**config.mk**
```make
export PLATFORM = sky130hd
export DESIGN_NAME = hpd_cfg
export DESIGN_NICKNAME = d
export VERILOG_FILES = /design/src/rtl/hpd_pkg.sv /design/src/rtl/hpd_cfg.sv
export SDC_FILE = /design/constraint.sdc
export NUM_CORES = 1
export LEC_CHECK = 0
export BUFFER_PORTS_ARGS = -buffer_cell sky130_fd_sc_hd__buf_2
export CELL_PAD_IN_SITES_DETAIL_PLACEMENT = 0
export CELL_PAD_IN_SITES_GLOBAL_PLACEMENT = 2
export CORE_ASPECT_RATIO = 1.2
export CORE_MARGIN = 2
export CORE_UTILIZATION = 28
export DETAILED_ROUTE_END_ITERATION = 7
export PLACE_DENSITY_LB_ADDON = 0.1
export SLEW_MARGIN = 20
export SYNTH_ARGS = -nofsm -noshare
export SYNTH_HDL_FRONTEND = slang
export SYNTH_SLANG_ARGS = --single-unit
```
**constraint.sdc**
```tcl
create_clock -name aclk -period 5 [get_ports aclk]
set_input_delay 0.5 -clock aclk [delete_from_list [all_inputs] [get_ports aclk]]
set_output_delay 0.5 -clock aclk [all_outputs]
set_load 0.05 [all_outputs]
```
**src/rtl/hpd_pkg.sv**
```systemverilog
// Shared constants, codes and types of the Huffman pixel decoder.
package hpd_pkg;

    // Default sizing
    localparam int TABLE_ENTRIES_DEF = 256;
    localparam int MAX_CODE_LEN_DEF  = 16;

    // Slots reachable through the 8-bit entry index
    localparam int SLOT_LIMIT = 256;

    // Field widths
    localparam int INDEX_W   = 8;
    localparam int CODE_W    = 16;
    localparam int LENGTH_W  = 5;
    localparam int COLOR_W   = 24;
    localparam int BYTE_W    = 8;
    localparam int KIND_W    = 2;
    localparam int DIM_W     = 13;
    localparam int PIX_W     = 2 * DIM_W;
    localparam int LEN_CMP_W = 6;

    // Bit-serial byte handling
    localparam int BITS_PER_BYTE = 8;
    localparam int BIT_CNT_W     = 4;

    // Stream and register port widths
    localparam int S_TDATA_W = 64;
    localparam int S_TUSER_W = 2;
    localparam int M_TDATA_W = 24;
    localparam int M_TUSER_W = 1;
    localparam int APB_AW    = 3;
    localparam int APB_DW    = 32;

    // Input item kinds
    typedef enum logic [KIND_W-1:0] {
        KIND_CLEAR  = 2'd0,
        KIND_LOAD   = 2'd1,
        KIND_DATA   = 2'd2,
        KIND_UNUSED = 2'd3
    } kind_t;

    // Register indexes
    typedef enum logic {
        REG_WIDTH  = 1'b0,
        REG_HEIGHT = 1'b1
    } reg_idx_t;

    // One code table entry as held in the RAM
    typedef struct packed {
        logic [CODE_W-1:0]   code;
        logic [LENGTH_W-1:0] length;
        logic [COLOR_W-1:0]  color;
    } entry_t;

    // Table write and clear requests
    typedef struct packed {
        logic               clear;
        logic               load;
        logic [INDEX_W-1:0] index;
        entry_t             entry;
    } tbl_ctrl_t;

    // Outcome of one table search
    typedef struct packed {
        logic               done;
        logic               hit;
        logic [COLOR_W-1:0] color;
    } scan_res_t;

endpackage

```
**src/rtl/hpd_cfg.sv**
```systemverilog
// Register port: image width and height, and the registered pixel limit.
module hpd_cfg (
    input  logic                       aclk,
    input  logic                       aresetn,
    input  logic                       psel,
    input  logic                       penable,
    input  logic                       pwrite,
    input  logic [hpd_pkg::APB_AW-1:0] paddr,
    input  logic [hpd_pkg::APB_DW-1:0] pwdata,
    output logic [hpd_pkg::APB_DW-1:0] prdata,
    output logic                       pready,
    output logic [hpd_pkg::PIX_W-1:0]  limit
);

    logic [hpd_pkg::DIM_W-1:0] width_reg,  width_next;
    logic [hpd_pkg::DIM_W-1:0] height_reg, height_next;
    logic [hpd_pkg::PIX_W-1:0] limit_reg;
    hpd_pkg::reg_idx_t         reg_idx;
    logic                      wr_stb;

    assign pready  = 1'b1;
    assign reg_idx = hpd_pkg::reg_idx_t'(paddr[2]);
    assign wr_stb  = psel && penable && pwrite && pready;

    // Register writes
    always_comb begin
        width_next  = width_reg;
        height_next = height_reg;
        if (wr_stb) begin
            case (reg_idx)
                hpd_pkg::REG_WIDTH:  width_next  = pwdata[hpd_pkg::DIM_W-1:0];
                hpd_pkg::REG_HEIGHT: height_next = pwdata[hpd_pkg::DIM_W-1:0];
                default: ;
            endcase
        end
    end

    always_ff @(posedge aclk) begin
        if (!aresetn) begin
            width_reg  <= hpd_pkg::DIM_W'(1);
            height_reg <= hpd_pkg::DIM_W'(1);
        end else begin
            width_reg  <= width_next;
            height_reg <= height_next;
        end
    end

    // Pixel limit, one multiply registered
    always_ff @(posedge aclk) begin
        if (!aresetn) begin
            limit_reg <= hpd_pkg::PIX_W'(1);
        end else begin
            limit_reg <= width_reg * height_reg;
        end
    end

    assign limit = limit_reg;

    // Read back
    always_comb begin
        case (reg_idx)
            hpd_pkg::REG_WIDTH:  prdata = hpd_pkg::APB_DW'(width_reg);
            hpd_pkg::REG_HEIGHT: prdata = hpd_pkg::APB_DW'(height_reg);
            default:             prdata = '0;
        endcase
    end

endmodule

```
==> run_results.csv, run 1 <==
group,metric,value,unit
die,die_x,153.5,µm
timing,worstMarginPinSlew,970.5,ps
grt,grt_max_degree,33,
die,num_io_pins,99,
yosys,syn_avg_cell_area,8.516,µm²
pwr,intPower,716.8,µW
pwr,p_leak,0.004865,µW
critical_path,crit_path_start_kind,"register",
cts,cts_max_path_buffers,2,
run,cap_violations,0,
place,dp.cells,1326,
grt,grt_overflow,0,
timing,hold_viol,0,
drt,via_per_inst,4.373,
drt,first_pass_iters,4,
pwr,power_frac_clock,41.2,%
cells_and_area,drive_gt1_share,23.59,%
timing,fin_setup_tns,0,ps
drt,routedWlPerCell,16.53,µm
pwr,sw_frac_of_total,31.33,%
yosys,ys.flop_type,"dfxtp_1",
cts,cts_tree,"done",
cts,hold_buffers,0,
yosys,ys_seq_elements,52,
die,die-area,0.02816,mm²
die,die_h,183.4,µm
grt,grt_antenna_before_repair,2,
drt,drt_iter0_markers,175,
cells_and_area,nNetsFinal,1240,
timing,slew_headroom,35.06,%
status,status,"complete, no violations",
pwr,p_comb_share,17.8,%
yosys,synth_seq_area_share,13.86,%
critical_path,endpoint_kind,"register",
grt,grt_pass1_wl,35280,µm
timing,setup_viol,0,
place,port_buffers,57,
die,core,0.02635,mm²
drt,ant_nets,0,
cells_and_area,fill_cells,2812,
cells_and_area,largest_reg_flops,26,
grt,grt_pass1_vias,6461,
timing,fin_crit,4904,ps
timing,skew,6.676,ps
timing,rsz0062_at_grt,"yes",
die,initial_core_util,28.50,%
cts,clk_transition_reported_paths,80,ps
cts,cts_sinks,52,
critical_path,cp.arrival,5160,ps
drt,num_vias,5882,
timing,fin_crit_sh,98.08,%
cts,cts_root_buf,"clkbuf_16",
place,post-dp-hpwl,18620,µm
pwr,powerDensity,112.0,mW/mm²
pwr,seqPwrFrac,41.0,%
critical_path,cp_max_fo,5,
drt,post-route-drc-count,0,
min_path,hp-class,"in2reg",
drt,wl,22230,µm
cts,numCtsBuffers,5,
pwr,p_sw,327.1,µW
cts,cts_max_level,2,
pwr,ir_drop,0.1580,mV
critical_path,critPathKind,"reg2reg",
cells_and_area,layout-area-overhead-vs-synth,24.12,%
die,rows,65,
yosys,ys_types,45,
yosys,netlist_area,0.007511,mm²
critical_path,critPathRequiredTime,5260,ps
cts,clkLatencyLatePin,310,ps
grt,grt_usage,16.33,%
timing,slew_viol_final,0,
place,gp_congestion,0.7792,
yosys,netlist_instances,882,
yosys,yosys_warnings,0,
cells_and_area,seq_area,0.001091,mm²
yosys,postSynth.asyncResetShare,0,%
cells_and_area,multi_input_area,0.005801,mm²
cells_and_area,finalNonFillerCells,1345,
timing,fmax,0.2039,GHz
yosys,synth_edf_count,0,
==> synthesized netlist by cell type, types with 2 or more instances <==
| cell type | count | area share (%) |
|---|---|---|
| nor3_1 | 5 | 0.33 |
| conb_1 | 2 | 0.10 |
| a21o_1 | 13 | 1.3 |
| ha_1 | 71 | 12 |
| nand2b_1 | 8 | 0.67 |
| o211ai_1 | 3 | 0.30 |
| nor2_1 | 17 | 0.85 |
| and2_1 | 88 | 7.3 |
| and3_1 | 3 | 0.25 |
| or3_1 | 2 | 0.17 |
| fa_1 | 121 | 32 |
| a31oi_1 | 3 | 0.25 |
| mux2_2 | 13 | 1.9 |
| o21ai_0 | 4 | 0.27 |
| xor2_1 | 5 | 0.58 |
| mux2i_1 | 6 | 0.80 |
| nand2_1 | 160 | 8.0 |
| buf_4 | 20 | 2.0 |
| a211oi_1 | 2 | 0.20 |
| clkbuf_1 | 36 | 1.8 |
| nand3_1 | 9 | 0.60 |
| nor2b_1 | 2 | 0.17 |
| xnor2_1 | 5 | 0.58 |
| dfxtp_1 | 52 | 14 |
| a21oi_1 | 35 | 2.3 |
| inv_1 | 172 | 8.6 |
| a211o_1 | 3 | 0.35 |
| o21a_1 | 5 | 0.50 |
==> worst paths after layout <==
kind	end	cells after the start	startpoint	slack [ps]
min	height_reg[4]	3	pwdata[4]	430
max reg2reg	limit[23]	19	height_reg[9]	100
max	limit[23]	19	height_reg[9]	100
min reg2reg	height_reg[5]	3	height_reg[5]	600
==> stage by stage <==
step | hold slack, ps | utilization [%] | area (µm²) | power (µW) | setup WS, ps
final | 430.8 | 35.38 | 9323 | 1044 | 95.85
after global routing | 435.9 | 35.37 | 9320 | 1092 | -32.07
after CTS | 418.4 | 34.27 | 9031 | 1065 | -1.855
after detailed placement | 605.4 | 33.31 | 8777 | 623.1 | -201.8
after global placement | 607.6 | 33.31 | 8777 | 623.4 | -172.3
after floorplan | 459.9 | - | 7579 | 563.1 | 85.57
==> critical path, cell delays in order, from the launching register on <==
cell	delay, ps
dfxtp_4	390
buf_12	140
buf_8	110
and2_4	130
fa_1	500
inv_1	60
fa_1	520
fa_1	500
inv_1	50
fa_1	500
inv_1	50
fa_1	520
inv_2	50
ha_4	150
a21o_1	160
a31o_4	220
a31o_4	270
or3_1	310
a21o_1	160
nand3_1	60
==> power by group through the flow <==
stage	registers, µW	clock network, µW	logic [µW]
6_report	428	430	186
3_3_place_gp	442	0	181
5_1_grt	429	461	203
4_1_cts	431	450	183
3_5_place_dp	442	0	181
2_1_floorplan	448	0	115
==> cells by family (layout without fill, tap and decap cells) <==
group	Yosys count	after routing	synth area share (%)
xor+xnor	10	10	1.166
other cells	2	21	0.09999
simple gates	298	298	18.77
fa+ha+maj	192	192	44.08
mux	19	19	2.749
buf+inv	230	339	12.49
flops	52	52	13.86
compound gates	79	79	6.780
==> layer usage <==
metal	vias to the layer above	track usage [%]	part of all wire, %	wire, µm
met5	-	0	0	0
met4	0	4.404	1.9	425
met3	21	1.815	3.1	696
met2	78	31.52	55	12160
met1	2909	18.97	40	8946
li1	2874	-	-	-
==> cell usage in the layout (no fill, tap or decap), types with 4 or more instances in the layout <==
cell / n
a21o_1: 13
a21oi_1: 32
and2_1: 83
and2_4: 6
buf_12: 8
buf_2: 57
buf_4: 83
buf_6: 8
clkbuf_16: 5
conb_1: 20
dfxtp_1: 32
dfxtp_2: 10
dfxtp_4: 10
fa_1: 121
ha_1: 63
ha_4: 7
inv_1: 165
inv_2: 7
mux2_2: 13
mux2i_1: 6
nand2_1: 159
nand2b_1: 8
nand3_1: 9
nor2_1: 16
nor3_1: 5
o21a_1: 5
xnor2_1: 4
xor2_1: 5
==> repair_timing <==
| action | in CTS | in global routing |
|---|---|---|
| resized for setup | 31 | 56 |
| setup buffers | 1 | 10 |
| setup endpoints to repair | 11 | 12 |
| pin swaps | 8 | 31 |
==> layout make-up <==
cell class	instances	area share [%]
diodes	1	0.02684
multi-input cells	618	62.22
clock buffers	5	1.342
well taps	335	4.496
flip-flops and latches	52	11.70
clock inverters	3	0.4966
inverters	173	6.966
repair buffers	158	12.75
Power figures use the tool's default switching activity.
==> run 2, diff against run 1 <==
- SETUP_SLACK_MARGIN: default -> 0.2
==> run 2 against run 1 <==
Compared with the run above: critical path depth stayed put; critical path type unchanged; maximum frequency is 1.5% higher; largest cell class unchanged; critical endpoint is now limit[15]; hold slack better by 8.1 ps; clock skew is 1.8 ps higher; non-clock buffer count is 1 higher; cell count stayed put; flip-flop and latch count stayed put; highest routed layer unchanged.
==> run_results.csv, run 2 (synthesis results as in run 1) <==
group,metric,value,unit
status,status,"complete, no violations",
grt,grt_antenna_before_repair,0,
cells_and_area,fill_cells,2854,
die,die_x,153.5,µm
timing,slew_viol_final,0,
grt,grt_overflow,0,
cts,cts_tree,"done",
die,rows,65,
pwr,intPower,717.0,µW
pwr,ir_drop,0.1162,mV
cells_and_area,drive_gt1_share,27.03,%
grt,grt_max_degree,35,
cells_and_area,final_cell_mix,"inv_1 (160), nand2_1 (157), fa_1 (110)",
critical_path,endpoint_kind,"register",
timing,slew_headroom,31.87,%
timing,hold_viol,0,
cts,cts_sinks,52,
cts,cts_max_path_buffers,2,
timing,skew,8.479,ps
place,gp_congestion,0.7609,
grt,grt_usage,16.30,%
die,die-area,0.02816,mm²
drt,num_vias,5825,
run,cap_violations,0,
pwr,p_comb_share,18.1,%
timing,fin_setup_tns,0,ps
timing,worstMarginPinSlew,1018,ps
min_path,worstHoldPathCells,3,
pwr,sw_frac_of_total,31.46,%
cts,cts_max_level,2,
cells_and_area,nNetsFinal,1241,
place,post_dp_cell_area,0.008767,mm²
cells_and_area,final_common_cell,"inv_1",
cells_and_area,seq_area,0.001099,mm²
cells_and_area,largest_reg_flops,26,
cells_and_area,finalInstanceArea,0.009549,mm²
cts,numCtsBuffers,5,
die,die_h,183.4,µm
critical_path,reg2reg_depth,19,
grt,grt_pass1_vias,6456,
min_path,hp-class,"in2reg",
die,num_io_pins,99,
pwr,p_leak,0.004900,µW
cts,cts_root_buf,"clkbuf_16",
critical_path,crit_path_start_kind,"register",
cells_and_area,multi_input_area,0.005949,mm²
timing,fin_crit_sh,96.65,%
cells_and_area,final_util,36.24,%
pwr,p_sw,329.2,µW
cts,clkLatencyLatePin,310,ps
critical_path,critPathKind,"reg2reg",
cells_and_area,layout-area-overhead-vs-synth,27.14,%
place,port_buffers,57,
drt,drt_iter0_markers,206,
drt,via_per_inst,4.331,
die,initial_core_util,28.50,%
timing,rsz0062_at_grt,"yes",
pwr,power,1046,µW
drt,wl,22290,µm
drt,routedWlPerCell,16.57,µm
timing,fmax,0.2069,GHz
critical_path,cp.arrival,5020,ps
pwr,powerDensity,109.6,mW/mm²
grt,grt_pass1_wl,35210,µm
critical_path,cp_max_fo,7,
timing,fin_crit,4833,ps
drt,first_pass_iters,4,
cts,clk_transition_reported_paths,80,ps
cells_and_area,diodes,0,
critical_path,critPathRequiredTime,5190,ps
pwr,seqPwrFrac,40.8,%
timing,setup_ws,167.4,ps
pwr,power_frac_clock,41.1,%
drt,ant_nets,0,
die,core,0.02635,mm²
timing,setup_viol,0,
place,place_ws,-177.1,ps
place,post-dp-hpwl,17870,µm
drt,post-route-drc-count,0,
run 2: what timing repair did:
| action | 4_1_cts | 5_1_grt |
|---|---|---|
| hold buffers | 0 | 0 |
| setup endpoints to repair | 13 | 13 |
| pin swaps | 36 | 41 |
| gates cloned | 0 | 2 |
| gates resized for setup | 75 | 49 |
| setup buffers | 13 | 4 |
run 2: layout make-up:
| type | count | area share (%) |
|---|---|---|
| well taps | 335 | 4.389 |
| inverters | 173 | 6.800 |
| flip-flops and latches | 52 | 11.50 |
| multi-input cells | 618 | 62.30 |
| clock inverters | 3 | 0.4848 |
| clock buffers | 5 | 1.310 |
| repair buffers | 159 | 13.21 |
run 2: worst paths after layout:
path                                      end          start  slack, ps
worst max-delay path                limit[15]   width_reg[6]        170
worst min register to register  height_reg[5]  height_reg[5]        480
worst min-delay path            height_reg[4]      pwdata[4]        440
worst max register to register      limit[15]   width_reg[6]        170
run 2: power groups by stage:
| stage | logic [µW] | registers, µW | clock network (µW) |
|---|---|---|---|
| 5_1_grt | 206 | 429 | 459 |
| 2_1_floorplan | 117 | 448 | 0 |
| 4_1_cts | 186 | 428 | 447 |
| 3_3_place_gp | 179 | 443 | 0 |
| 6_report | 189 | 427 | 430 |
| 3_5_place_dp | 179 | 443 | 0 |
run 2: metal layers:
| layer | routed length, µm | share of wire (%) | vias to the layer above | GRT usage, % |
|---|---|---|---|---|
| met5 | 0 | 0 | - | 0 |
| met1 | 9460 | 42 | 2864 | 19.31 |
| met3 | 382 | 1.7 | 18 | 1.744 |
| met2 | 12080 | 54 | 65 | 31.47 |
| met4 | 368 | 1.7 | 0 | 3.596 |
| li1 | - | - | 2878 | - |
run 2: worst max-delay path, stage by stage, from the launching register on:
cell	delay (ps)
dfxtp_4	400
buf_12	140
nand2_2	60
fa_1	490
fa_1	490
inv_1	50
fa_1	500
fa_1	530
inv_2	40
fa_1	480
inv_2	50
ha_4	210
and2_4	150
a221o_2	370
a21oi_4	150
o21ai_2	100
buf_12	160
buf_4	140
xnor2_2	120
nor2_1	50
run 2: through the flow:
stage,hold WS [ps],std cells
finish,438.9,1345
global route,440.7,1345
CTS,427.1,1339
detailed placement,486.3,1318
global placement,481.8,1318
floorplan,459.9,900
